--- config.mk ---
export PLATFORM = sky130hd
export DESIGN_NAME = dual_ema_level_bar_meter_core_flat
export DESIGN_NICKNAME = d
export VERILOG_FILES = /design/src/hdl/dema_pkg.sv /design/src/hdl/dema_if.sv /design/src/hdl/dema_div.sv /design/src/hdl/dema_datapath.sv /design/src/hdl/dema_ctrl.sv /design/src/hdl/dual_ema_level_bar_meter_core.sv /design/src/flat_wrapper.sv
export SDC_FILE = /design/constraint.sdc
export NUM_CORES = 2
export LEC_CHECK = 0
export BUFFER_PORTS_ARGS = -buffer_cell sky130_fd_sc_hd__buf_2
export CORE_MARGIN = 2
export CORE_UTILIZATION = 45
export CTS_CLUSTER_SIZE = 25
export DETAILED_ROUTE_END_ITERATION = 10
export GPL_TIMING_DRIVEN = 0
export PLACE_DENSITY = 0.66
export SKIP_CTS_REPAIR_TIMING = 1
export SYNTH_ARGS = -nofsm -noshare
export SYNTH_HDL_FRONTEND = slang
export SYNTH_SLANG_ARGS = --single-unit
--- constraint.sdc ---
create_clock -name clk -period 9.8 [get_ports clk]
set_input_delay 2.94 -clock clk [delete_from_list [all_inputs] [get_ports clk]]
set_output_delay 2.94 -clock clk [all_outputs]
set_load 0.05 [all_outputs]
--- src/hdl/dema_pkg.sv ---
// shared types and constants for the dual ema level bar meter
// no dependencies
package dema_pkg;

	localparam int ACCEL_W = 16;
	localparam int LEVEL_W = 16;
	localparam int PIX_W   = 9;
	localparam int SCALE_W = 13;
	localparam int SUM_W   = 17;
	localparam int ADDR_W  = 3;
	localparam int DATA_W  = 32;
	localparam int DIV_STEPS = 16;
	localparam int DIV_CNT_W = 5;

	// register word index, taken from paddr[2]
	localparam logic REG_SCALE  = 1'b0;
	localparam logic REG_PIXELS = 1'b1;

	localparam logic [SCALE_W-1:0] SCALE_RESET  = 13'd80;
	localparam logic [PIX_W-1:0]   PIXELS_RESET = 9'd200;

	// averaging weights
	localparam int FAST_OLD = 9;
	localparam int SLOW_OLD = 98;
	localparam int SLOW_NEW = 2;

	// reciprocal constants: floor(n / d) == (n * recip) >> shift over the used range
	localparam logic [15:0] MEAN_RECIP = 16'd43691;
	localparam int          MEAN_SHIFT = 17;
	localparam logic [18:0] FAST_RECIP = 19'd419431;
	localparam int          FAST_SHIFT = 22;
	localparam logic [22:0] SLOW_RECIP = 23'd5368710;
	localparam int          SLOW_SHIFT = 29;

	typedef struct packed {
		logic load_sum;
		logic load_mean;
		logic load_num;
		logic load_avg;
		logic div_start;
		logic div_lo;
		logic load_hi;
		logic load_out;
	} cmd_t;

	typedef struct packed {
		logic div_busy;
	} stat_t;

endpackage

--- src/hdl/dema_if.sv ---
// sample and result channel interfaces for the dual ema level bar meter
// depends on dema_pkg
interface dema_sample_if;
	logic valid;
	logic ready;
	logic signed [dema_pkg::ACCEL_W-1:0] accel_x;
	logic signed [dema_pkg::ACCEL_W-1:0] accel_y;
	logic signed [dema_pkg::ACCEL_W-1:0] accel_z;

	modport source (output valid, output accel_x, output accel_y, output accel_z, input ready);
	modport sink (input valid, input accel_x, input accel_y, input accel_z, output ready);
endinterface

interface dema_result_if;
	logic valid;
	logic ready;
	logic [dema_pkg::LEVEL_W-1:0] fast_level;
	logic [dema_pkg::LEVEL_W-1:0] slow_level;
	logic [dema_pkg::PIX_W-1:0]   white_end;
	logic [dema_pkg::PIX_W-1:0]   green_end;
	logic [dema_pkg::PIX_W-1:0]   bar_end;

	modport source (output valid, output fast_level, output slow_level, output white_end,
		output green_end, output bar_end, input ready);
	modport sink (input valid, input fast_level, input slow_level, input white_end,
		input green_end, input bar_end, output ready);
endinterface

--- src/hdl/dema_div.sv ---
// restoring divider, one quotient bit per cycle
// depends on dema_pkg
module dema_div (
	input  logic                           clk,
	input  logic                           arst_n,
	input  logic                           start,
	input  logic [dema_pkg::LEVEL_W-1:0]   dividend,
	input  logic [dema_pkg::SCALE_W-1:0]   divisor,
	output logic                           busy,
	output logic [dema_pkg::LEVEL_W-1:0]   quot,
	output logic [dema_pkg::SCALE_W-1:0]   rem
);

	logic [dema_pkg::DIV_CNT_W-1:0] cnt_q;
	logic [dema_pkg::LEVEL_W-1:0]   quo_q;
	logic [dema_pkg::SCALE_W-1:0]   rem_q;
	logic [dema_pkg::SCALE_W-1:0]   dvs_q;
	logic [dema_pkg::SCALE_W:0]     trial;
	logic [dema_pkg::SCALE_W:0]     diff;
	logic                           fits;

	assign trial = {rem_q, quo_q[dema_pkg::LEVEL_W-1]};
	assign fits  = trial >= {1'b0, dvs_q};
	assign diff  = trial - {1'b0, dvs_q};

	always_ff @(posedge clk or negedge arst_n) begin
		if (!arst_n) begin
			cnt_q <= '0;
		end else if (start) begin
			cnt_q <= dema_pkg::DIV_CNT_W'(dema_pkg::DIV_STEPS);
		end else if (cnt_q != '0) begin
			cnt_q <= cnt_q - 1'b1;
		end
	end

	always_ff @(posedge clk) begin
		if (start) begin
			quo_q <= dividend;
			rem_q <= '0;
			dvs_q <= divisor;
		end else if (cnt_q != '0) begin
			quo_q <= {quo_q[dema_pkg::LEVEL_W-2:0], fits};
			rem_q <= fits ? diff[dema_pkg::SCALE_W-1:0] : trial[dema_pkg::SCALE_W-1:0];
		end
	end

	assign busy = cnt_q != '0;
	assign quot = quo_q;
	assign rem  = rem_q;

endmodule

--- src/hdl/dema_datapath.sv ---
// datapath: axis magnitudes, mean, both averages, bar split and result register
// depends on dema_pkg and dema_div
module dema_datapath #(
	parameter int MAX_PIXELS = 256
) (
	input  logic                                clk,
	input  logic                                arst_n,
	input  dema_pkg::cmd_t                      cmd,
	output dema_pkg::stat_t                     stat,
	input  logic signed [dema_pkg::ACCEL_W-1:0] accel_x,
	input  logic signed [dema_pkg::ACCEL_W-1:0] accel_y,
	input  logic signed [dema_pkg::ACCEL_W-1:0] accel_z,
	input  logic [dema_pkg::SCALE_W-1:0]        segment_scale,
	input  logic [dema_pkg::PIX_W-1:0]          pixel_count,
	output logic [dema_pkg::LEVEL_W-1:0]        fast_level,
	output logic [dema_pkg::LEVEL_W-1:0]        slow_level,
	output logic [dema_pkg::PIX_W-1:0]          white_end,
	output logic [dema_pkg::PIX_W-1:0]          green_end,
	output logic [dema_pkg::PIX_W-1:0]          bar_end
);

	localparam int LW = dema_pkg::LEVEL_W;
	localparam int PW = dema_pkg::PIX_W;

	function automatic logic [dema_pkg::SUM_W-1:0] mag17(input logic signed [15:0] v);
		logic [dema_pkg::SUM_W-1:0] ext;
		ext = {v[15], v};
		return v[15] ? (dema_pkg::SUM_W'(0) - ext) : ext;
	endfunction

	logic [dema_pkg::SUM_W-1:0] sum_q;
	logic [LW-1:0]              mean_q;
	logic [19:0]                fnum_q;
	logic [21:0]                snum_q;
	logic [LW-1:0]              fast_avg_q;
	logic [LW-1:0]              slow_avg_q;
	logic                       seeded_q;
	logic [LW-1:0]              hi_floor_q;
	logic [LW-1:0]              hi_ceil_q;
	logic [LW-1:0]              fast_lvl_q;
	logic [LW-1:0]              slow_lvl_q;
	logic [PW-1:0]              white_q;
	logic [PW-1:0]              green_q;
	logic [PW-1:0]              bar_q;

	logic [32:0]                mean_prod;
	logic [38:0]                fast_prod;
	logic [44:0]                slow_prod;
	logic [LW-1:0]              hi_lvl;
	logic [LW-1:0]              lo_lvl;
	logic [dema_pkg::SCALE_W-1:0] divisor;
	logic                       div_busy;
	logic [LW-1:0]              div_quot;
	logic [dema_pkg::SCALE_W-1:0] div_rem;
	logic [LW-1:0]              lo_ceil;
	logic [LW-1:0]              slow_ceil;
	logic [PW-1:0]              limit;
	logic [PW-1:0]              bar;
	logic [PW-1:0]              white;
	logic [PW-1:0]              green;

	assign mean_prod = 33'(sum_q) * 33'(dema_pkg::MEAN_RECIP);
	assign fast_prod = 39'(fnum_q) * 39'(dema_pkg::FAST_RECIP);
	assign slow_prod = 45'(snum_q) * 45'(dema_pkg::SLOW_RECIP);

	assign hi_lvl  = (fast_avg_q > slow_avg_q) ? fast_avg_q : slow_avg_q;
	assign lo_lvl  = (fast_avg_q > slow_avg_q) ? slow_avg_q : fast_avg_q;
	assign divisor = (segment_scale == '0) ? dema_pkg::SCALE_W'(1) : segment_scale;

	dema_div u_div (
		.clk      (clk),
		.arst_n   (arst_n),
		.start    (cmd.div_start),
		.dividend (cmd.div_lo ? lo_lvl : hi_lvl),
		.divisor  (divisor),
		.busy     (div_busy),
		.quot     (div_quot),
		.rem      (div_rem)
	);

	assign stat.div_busy = div_busy;

	always_comb begin
		lo_ceil   = div_quot + LW'(div_rem != '0);
		slow_ceil = (slow_avg_q >= fast_avg_q) ? hi_ceil_q : lo_ceil;
		limit     = (32'(pixel_count) > MAX_PIXELS) ? PW'(MAX_PIXELS) : pixel_count;
		bar       = (hi_floor_q > LW'(limit)) ? limit : hi_floor_q[PW-1:0];
		white     = (lo_ceil > LW'(bar)) ? bar : lo_ceil[PW-1:0];
		green     = (slow_ceil > LW'(bar)) ? bar : slow_ceil[PW-1:0];
	end

	always_ff @(posedge clk or negedge arst_n) begin
		if (!arst_n) begin
			fast_avg_q <= '0;
			slow_avg_q <= '0;
			seeded_q   <= 1'b0;
		end else if (cmd.load_avg) begin
			seeded_q <= 1'b1;
			if (!seeded_q) begin
				fast_avg_q <= mean_q;
				slow_avg_q <= mean_q;
			end else begin
				fast_avg_q <= fast_prod[dema_pkg::FAST_SHIFT +: LW];
				slow_avg_q <= slow_prod[dema_pkg::SLOW_SHIFT +: LW];
			end
		end
	end

	always_ff @(posedge clk) begin
		if (cmd.load_sum) begin
			sum_q <= mag17(accel_x) + mag17(accel_y) + mag17(accel_z);
		end
		if (cmd.load_mean) begin
			mean_q <= mean_prod[dema_pkg::MEAN_SHIFT +: LW];
		end
		if (cmd.load_num) begin
			fnum_q <= 20'(fast_avg_q) * 20'(dema_pkg::FAST_OLD) + 20'(mean_q);
			snum_q <= 22'(slow_avg_q) * 22'(dema_pkg::SLOW_OLD)
				+ 22'(mean_q) * 22'(dema_pkg::SLOW_NEW);
		end
		if (cmd.load_hi) begin
			hi_floor_q <= div_quot;
			hi_ceil_q  <= div_quot + LW'(div_rem != '0);
		end
		if (cmd.load_out) begin
			fast_lvl_q <= fast_avg_q;
			slow_lvl_q <= slow_avg_q;
			white_q    <= white;
			green_q    <= green;
			bar_q      <= bar;
		end
	end

	assign fast_level = fast_lvl_q;
	assign slow_level = slow_lvl_q;
	assign white_end  = white_q;
	assign green_end  = green_q;
	assign bar_end    = bar_q;

endmodule

--- src/hdl/dema_ctrl.sv ---
// controller: sequences one sample through the datapath and owns result valid
// depends on dema_pkg
module dema_ctrl (
	input  logic            clk,
	input  logic            arst_n,
	input  logic            in_valid,
	output logic            in_ready,
	output logic            out_valid,
	input  logic            out_ready,
	input  dema_pkg::stat_t stat,
	output dema_pkg::cmd_t  cmd
);

	typedef enum logic [8:0] {
		ST_IDLE   = 9'b000000001,
		ST_MEAN   = 9'b000000010,
		ST_NUM    = 9'b000000100,
		ST_AVG    = 9'b000001000,
		ST_HI_GO  = 9'b000010000,
		ST_HI_RUN = 9'b000100000,
		ST_LO_GO  = 9'b001000000,
		ST_LO_RUN = 9'b010000000,
		ST_FIN    = 9'b100000000
	} state_t;

	state_t state_q;
	state_t state_nxt;
	logic   out_valid_q;
	logic   accept;
	logic   load_out;

	assign in_ready = state_q == ST_IDLE;
	assign accept   = in_valid && in_ready;
	assign load_out = (state_q == ST_FIN) && (!out_valid_q || out_ready);

	always_comb begin
		state_nxt = state_q;
		unique case (state_q)
			ST_IDLE: begin
				if (accept) state_nxt = ST_MEAN;
			end
			ST_MEAN:   state_nxt = ST_NUM;
			ST_NUM:    state_nxt = ST_AVG;
			ST_AVG:    state_nxt = ST_HI_GO;
			ST_HI_GO:  state_nxt = ST_HI_RUN;
			ST_HI_RUN: begin
				if (!stat.div_busy) state_nxt = ST_LO_GO;
			end
			ST_LO_GO:  state_nxt = ST_LO_RUN;
			ST_LO_RUN: begin
				if (!stat.div_busy) state_nxt = ST_FIN;
			end
			ST_FIN: begin
				if (load_out) state_nxt = ST_IDLE;
			end
			default:   state_nxt = ST_IDLE;
		endcase
	end

	always_comb begin
		cmd           = '0;
		cmd.load_sum  = accept;
		cmd.load_mean = state_q == ST_MEAN;
		cmd.load_num  = state_q == ST_NUM;
		cmd.load_avg  = state_q == ST_AVG;
		cmd.div_start = (state_q == ST_HI_GO) || (state_q == ST_LO_GO);
		cmd.div_lo    = state_q == ST_LO_GO;
		cmd.load_hi   = state_q == ST_LO_GO;
		cmd.load_out  = load_out;
	end

	always_ff @(posedge clk or negedge arst_n) begin
		if (!arst_n) begin
			state_q     <= ST_IDLE;
			out_valid_q <= 1'b0;
		end else begin
			state_q <= state_nxt;
			if (load_out) begin
				out_valid_q <= 1'b1;
			end else if (out_ready) begin
				out_valid_q <= 1'b0;
			end
		end
	end

	assign out_valid = out_valid_q;

endmodule

--- src/hdl/dual_ema_level_bar_meter_core.sv ---
// one sample in flight: the controller steps mean, num, avg, a hi and a lo pass
// of the shared 16-step restoring divider, then fin, and takes no new sample
// until the result is loaded, which waits while the result side stalls
// reset (arst_n low): controller idle, no result valid, averages unseeded,
// segment_scale back to 80 and pixel_count back to 200
module dual_ema_level_bar_meter_core #(
	parameter int MAX_PIXELS = 256
) (
	input  logic                            clk,
	input  logic                            arst_n,
	dema_sample_if.sink                     sample,
	dema_result_if.source                   result,
	input  logic                            psel,
	input  logic                            penable,
	input  logic                            pwrite,
	input  logic [dema_pkg::ADDR_W-1:0]     paddr,
	input  logic [dema_pkg::DATA_W-1:0]     pwdata,
	output logic [dema_pkg::DATA_W-1:0]     prdata,
	output logic                            pready
);

	logic [dema_pkg::SCALE_W-1:0] scale_q;
	logic [dema_pkg::PIX_W-1:0]   pixels_q;
	logic                         wr_en;
	dema_pkg::cmd_t               cmd;
	dema_pkg::stat_t              stat;

	assign pready = 1'b1;
	assign wr_en  = psel && penable && pwrite && pready;

	always_ff @(posedge clk or negedge arst_n) begin
		if (!arst_n) begin
			scale_q  <= dema_pkg::SCALE_RESET;
			pixels_q <= dema_pkg::PIXELS_RESET;
		end else if (wr_en) begin
			unique case (paddr[2])
				dema_pkg::REG_SCALE:  scale_q  <= pwdata[dema_pkg::SCALE_W-1:0];
				dema_pkg::REG_PIXELS: pixels_q <= pwdata[dema_pkg::PIX_W-1:0];
				default: ;
			endcase
		end
	end

	always_comb begin
		unique case (paddr[2])
			dema_pkg::REG_SCALE:  prdata = dema_pkg::DATA_W'(scale_q);
			dema_pkg::REG_PIXELS: prdata = dema_pkg::DATA_W'(pixels_q);
			default:              prdata = '0;
		endcase
	end

	dema_ctrl u_ctrl (
		.clk       (clk),
		.arst_n    (arst_n),
		.in_valid  (sample.valid),
		.in_ready  (sample.ready),
		.out_valid (result.valid),
		.out_ready (result.ready),
		.stat      (stat),
		.cmd       (cmd)
	);

	dema_datapath #(
		.MAX_PIXELS (MAX_PIXELS)
	) u_dp (
		.clk           (clk),
		.arst_n        (arst_n),
		.cmd           (cmd),
		.stat          (stat),
		.accel_x       (sample.accel_x),
		.accel_y       (sample.accel_y),
		.accel_z       (sample.accel_z),
		.segment_scale (scale_q),
		.pixel_count   (pixels_q),
		.fast_level    (result.fast_level),
		.slow_level    (result.slow_level),
		.white_end     (result.white_end),
		.green_end     (result.green_end),
		.bar_end       (result.bar_end)
	);

endmodule

--- src/flat_wrapper.sv ---
// flat-port wrapper written by rule: the top's interface ports become plain ports
module dual_ema_level_bar_meter_core_flat 
#(
	parameter int MAX_PIXELS = 256
)
  (clk, arst_n, psel, penable, pwrite, paddr, pwdata, prdata, pready, sample_valid, sample_accel_x, sample_accel_y, sample_accel_z, sample_ready, result_valid, result_fast_level, result_slow_level, result_white_end, result_green_end, result_bar_end, result_ready);
  dema_sample_if sample_i ();
  dema_result_if result_i ();
  input  logic clk;
  input  logic arst_n;
  input  logic psel;
  input  logic penable;
  input  logic pwrite;
  input  logic [dema_pkg::ADDR_W-1:0] paddr;
  input  logic [dema_pkg::DATA_W-1:0] pwdata;
  output logic [dema_pkg::DATA_W-1:0] prdata;
  output logic pready;
  input wire logic [$bits(sample_i.valid)-1:0] sample_valid;
  input wire logic [$bits(sample_i.accel_x)-1:0] sample_accel_x;
  input wire logic [$bits(sample_i.accel_y)-1:0] sample_accel_y;
  input wire logic [$bits(sample_i.accel_z)-1:0] sample_accel_z;
  output wire logic [$bits(sample_i.ready)-1:0] sample_ready;
  output wire logic [$bits(result_i.valid)-1:0] result_valid;
  output wire logic [$bits(result_i.fast_level)-1:0] result_fast_level;
  output wire logic [$bits(result_i.slow_level)-1:0] result_slow_level;
  output wire logic [$bits(result_i.white_end)-1:0] result_white_end;
  output wire logic [$bits(result_i.green_end)-1:0] result_green_end;
  output wire logic [$bits(result_i.bar_end)-1:0] result_bar_end;
  input wire logic [$bits(result_i.ready)-1:0] result_ready;
  assign sample_i.valid = sample_valid;
  assign sample_i.accel_x = sample_accel_x;
  assign sample_i.accel_y = sample_accel_y;
  assign sample_i.accel_z = sample_accel_z;
  assign sample_ready = sample_i.ready;
  assign result_valid = result_i.valid;
  assign result_fast_level = result_i.fast_level;
  assign result_slow_level = result_i.slow_level;
  assign result_white_end = result_i.white_end;
  assign result_green_end = result_i.green_end;
  assign result_bar_end = result_i.bar_end;
  assign result_i.ready = result_ready;
  dual_ema_level_bar_meter_core #(.MAX_PIXELS(MAX_PIXELS)) u_core (.clk(clk), .arst_n(arst_n), .sample(sample_i), .result(result_i), .psel(psel), .penable(penable), .pwrite(pwrite), .paddr(paddr), .pwdata(pwdata), .prdata(prdata), .pready(pready));
endmodule
==> results by group <==
Setup path
  – Critical path class: input port to output port
  – CP required: slightly below 7 ns
  – Crit Path Max Fanout: 10
  – Crit start category: input port
  – CP Data Arrival Time: 4.27 ns
  – CP Capture Type: output port

CTS
  – CTS tree: done
  – CTS buffer count: 30
  – Clock Path Buffers: 3
  – Clk pin slew, worst setup/hold paths: ~0.070 ns
  – Worst-skew pair later-pin latency: 0.59 ns
  – H-tree depth: 1
  – Clock root buffer: clkbuf_16
  – # clock sinks: 277

Detailed routing
  – Antenna-violating nets left: 0
  – Pre-antenna DRT Iters: 6
  – # DRC: 0
  – Initial DRC count: 1,365
  – Drt wl/cell: 17.1 microns
  – Via count: about 25,000
  – Final wirelength: 83,400 microns
  – Via density: 5.07

STA
  – Headroom to the max-slew limit: a little under a fifth
  – Final Cycle Share: 73.6%
  – Unrepaired setup endpoints after global routing: no
  – Tmin final: slightly above 7 ns
  – Final Setup Violations: 0
  – Worst Max-Slew Pin Slew: ~1.2 ns
  – Pins Over Slew Limit: 0
  – Setup_tns: 0 ns
  – Achievable Freq: 139 MHz
  – Fin. Hold Viols: 0
  – Layout Skew: 0.0243 ns

Floorplanning
  – Top Ports: ~180
  – Die H: 291 microns
  – Starting Density: 45.3%
  – Core Rows: 105
  – Core ar.: 81,800 sq um
  – Die area: 84,600 sq um
  – Chip width: 291 microns

Placement
  – Hpwl dp: 72,200 microns
  – Port buffer count: 141
  – RePlAce Congestion: 0.941

Logic synthesis
  – Synth Flop Type: edfxtp_1
  – Seq/Total Area, Yosys: 21.2%
  – Syn Std Cell Area: 37,000 sq um
  – Avg Cell Area, Syn: about 10 sq um
  – Number of synthesized flops with an enable pin: 194
  – Post-synth ARST share: 25.3%
  – YS warnings: 0
  – Mapped Cells: 3,594
  – Yosys reg bits: roughly 280
  – Yosys cell types: 91

Global route
  – Grt ovf: 0
  – Largest net degree at the start of global routing: 64
  – Initial antenna violation count: 1
  – First-pass GRT wire length: between 100,000 and 150,000 microns
  – Vias in the first global route: 26,000
  – Total GRT Usage: 20.3%

Finish
  – Commonest non-fill, non-tap cell in the layout: inv_1
  – Layout Nets: 5,028
  – N_diodes: 0
  – Ratio of cells with drive above 1 in the final layout: 8.32%
  – Layout area overhead: 8.95%
  – Most frequent cells in the layout: 937 x inv_1, 698 x ha_1, 443 x fa_1, 194 x edfxtp_1, 143 x buf_2

Job
  – Maxcap violations: 0

Worst hold path
  – Hold Crit Class: flip-flop to flip-flop

Status
  – Outcome: finished clean
-- cell type report --
type / instances / area [sq um]
buffer: 62 / 315
clock buffer: 32 / 758
clock inverter: 24 / 260
fill: 7496 / 41500
inverter: 937 / 3520
multi-input combinational: 2336 / 25500
sequential: 277 / 7850
tap: 1070 / 1340
timing repair buffer: 153 / 858
-- state kept, by name, indices dropped and copies added, names as in the netlist, 13 cells and up --
register	flops
u_core.u_dp.snum_q	21
u_core.u_dp.slow_level	16
u_core.u_dp.u_div.quot	16
u_core.u_dp.fast_avg_q	16
u_core.u_dp.sum_q	17
u_core.u_dp.fnum_q	20
u_core.u_dp.hi_ceil_q	16
u_core.u_dp.slow_avg_q	16
u_core.scale_q	13
u_core.u_dp.u_div.dvs_q	13
u_core.u_dp.u_div.rem	13
u_core.u_dp.hi_floor_q	16
u_core.u_dp.mean_q	16
u_core.u_dp.fast_level	16
-- final timing paths --
kind,slack (ns),depth (start not counted),endpoint,start
setup / recovery,2.59,4,prdata[7],paddr[2]
hold / removal,0.51,2,u_core.u_dp.u_div.rem[11],u_core.u_dp.u_div.rem[11]
setup reg to reg,2.86,21,u_core.u_dp.slow_avg_q[13],u_core.u_dp.snum_q[12]
hold reg to reg,0.51,2,u_core.u_dp.u_div.rem[11],u_core.u_dp.u_div.rem[11]
max in group asynchronous,7.04,2,u_core.u_dp.slow_avg_q[0],arst_n
min in group asynchronous,2.17,1,u_core.scale_q[9],arst_n
-- per-stage QoR --
stage                     instances  hold slack [ns]  util (%)  worst slack [ns]  area, sq um
after floorplan                3612            0.458         -              2.83        37100
after global placement         4823            0.493      47.8              1.23        39200
after detailed placement       4835            0.504      48.1              2.59        39300
after CTS                      4891            0.513      49.3              2.58        40400
after global routing           4891            0.549      49.3              2.50        40400
final                          4891            0.505      49.3              2.59        40400
-- logic make-up (layout without fill, tap and decap cells) --
group	Yosys count	count (layout)	synth area share [%]
AO/OA/AOI/OAI	467	467	8.18
XOR/XNOR	167	167	3.97
adder cells (fa/ha/maj)	1141	1141	47.5
buffers and inverters	999	1208	10.3
flip-flops	277	277	21.2
multiplexers	88	88	2.58
other	2	20	0.0203
AND/OR/NAND/NOR	453	453	6.21
-- critical path: stages --
cell	delay, ns
clkbuf_1	0.24
clkbuf_1	0.47
mux2_2	0.41
buf_2	0.21
-- per-layer routing --
layer | global-route usage (%) | vias to the layer above | wire [microns]
met5 | 0 | - | 8
met3 | 1.53 | 93 | 2930
met2 | 34.6 | 452 | 40000
met4 | 3.85 | 2 | 1760
li1 | - | 12100 | -
met1 | 28.4 | 12100 | 38700
-- cells in the mapped netlist (4+ instances only) --
library cell	instances	share of area, %
a211o_1	6	0.14
a211oi_1	29	0.59
a21boi_0	6	0.12
a21o_1	50	1.0
a21oi_1	135	1.8
a311oi_1	6	0.14
a31oi_1	16	0.27
and2_1	7	0.12
and3_1	12	0.20
buf_4	21	0.43
clkbuf_1	37	0.37
dfrtp_1	64	4.3
dfstp_2	6	0.43
dfxtp_1	13	0.70
edfxtp_1	194	16
fa_1	443	24
ha_1	698	24
inv_1	937	9.5
mux2_2	49	1.5
mux2i_1	36	0.97
nand2_1	103	1.0
nand2b_1	22	0.37
nand3_1	36	0.49
nand4_1	22	0.37
nor2_1	108	1.1
nor2b_1	28	0.47
nor3_1	46	0.62
nor4_1	12	0.20
o211ai_1	17	0.34
o21a_1	22	0.45
o21ai_0	101	1.4
o21ai_1	5	0.068
o21bai_1	10	0.20
o31ai_1	14	0.28
o41ai_1	5	0.12
or3_1	23	0.39
or4_1	4	0.081
xnor2_1	121	2.9
xor2_1	45	1.1
Power is not shown: default switching activity piles up to over one toggle a cycle in this logic, so the estimate is an artifact.
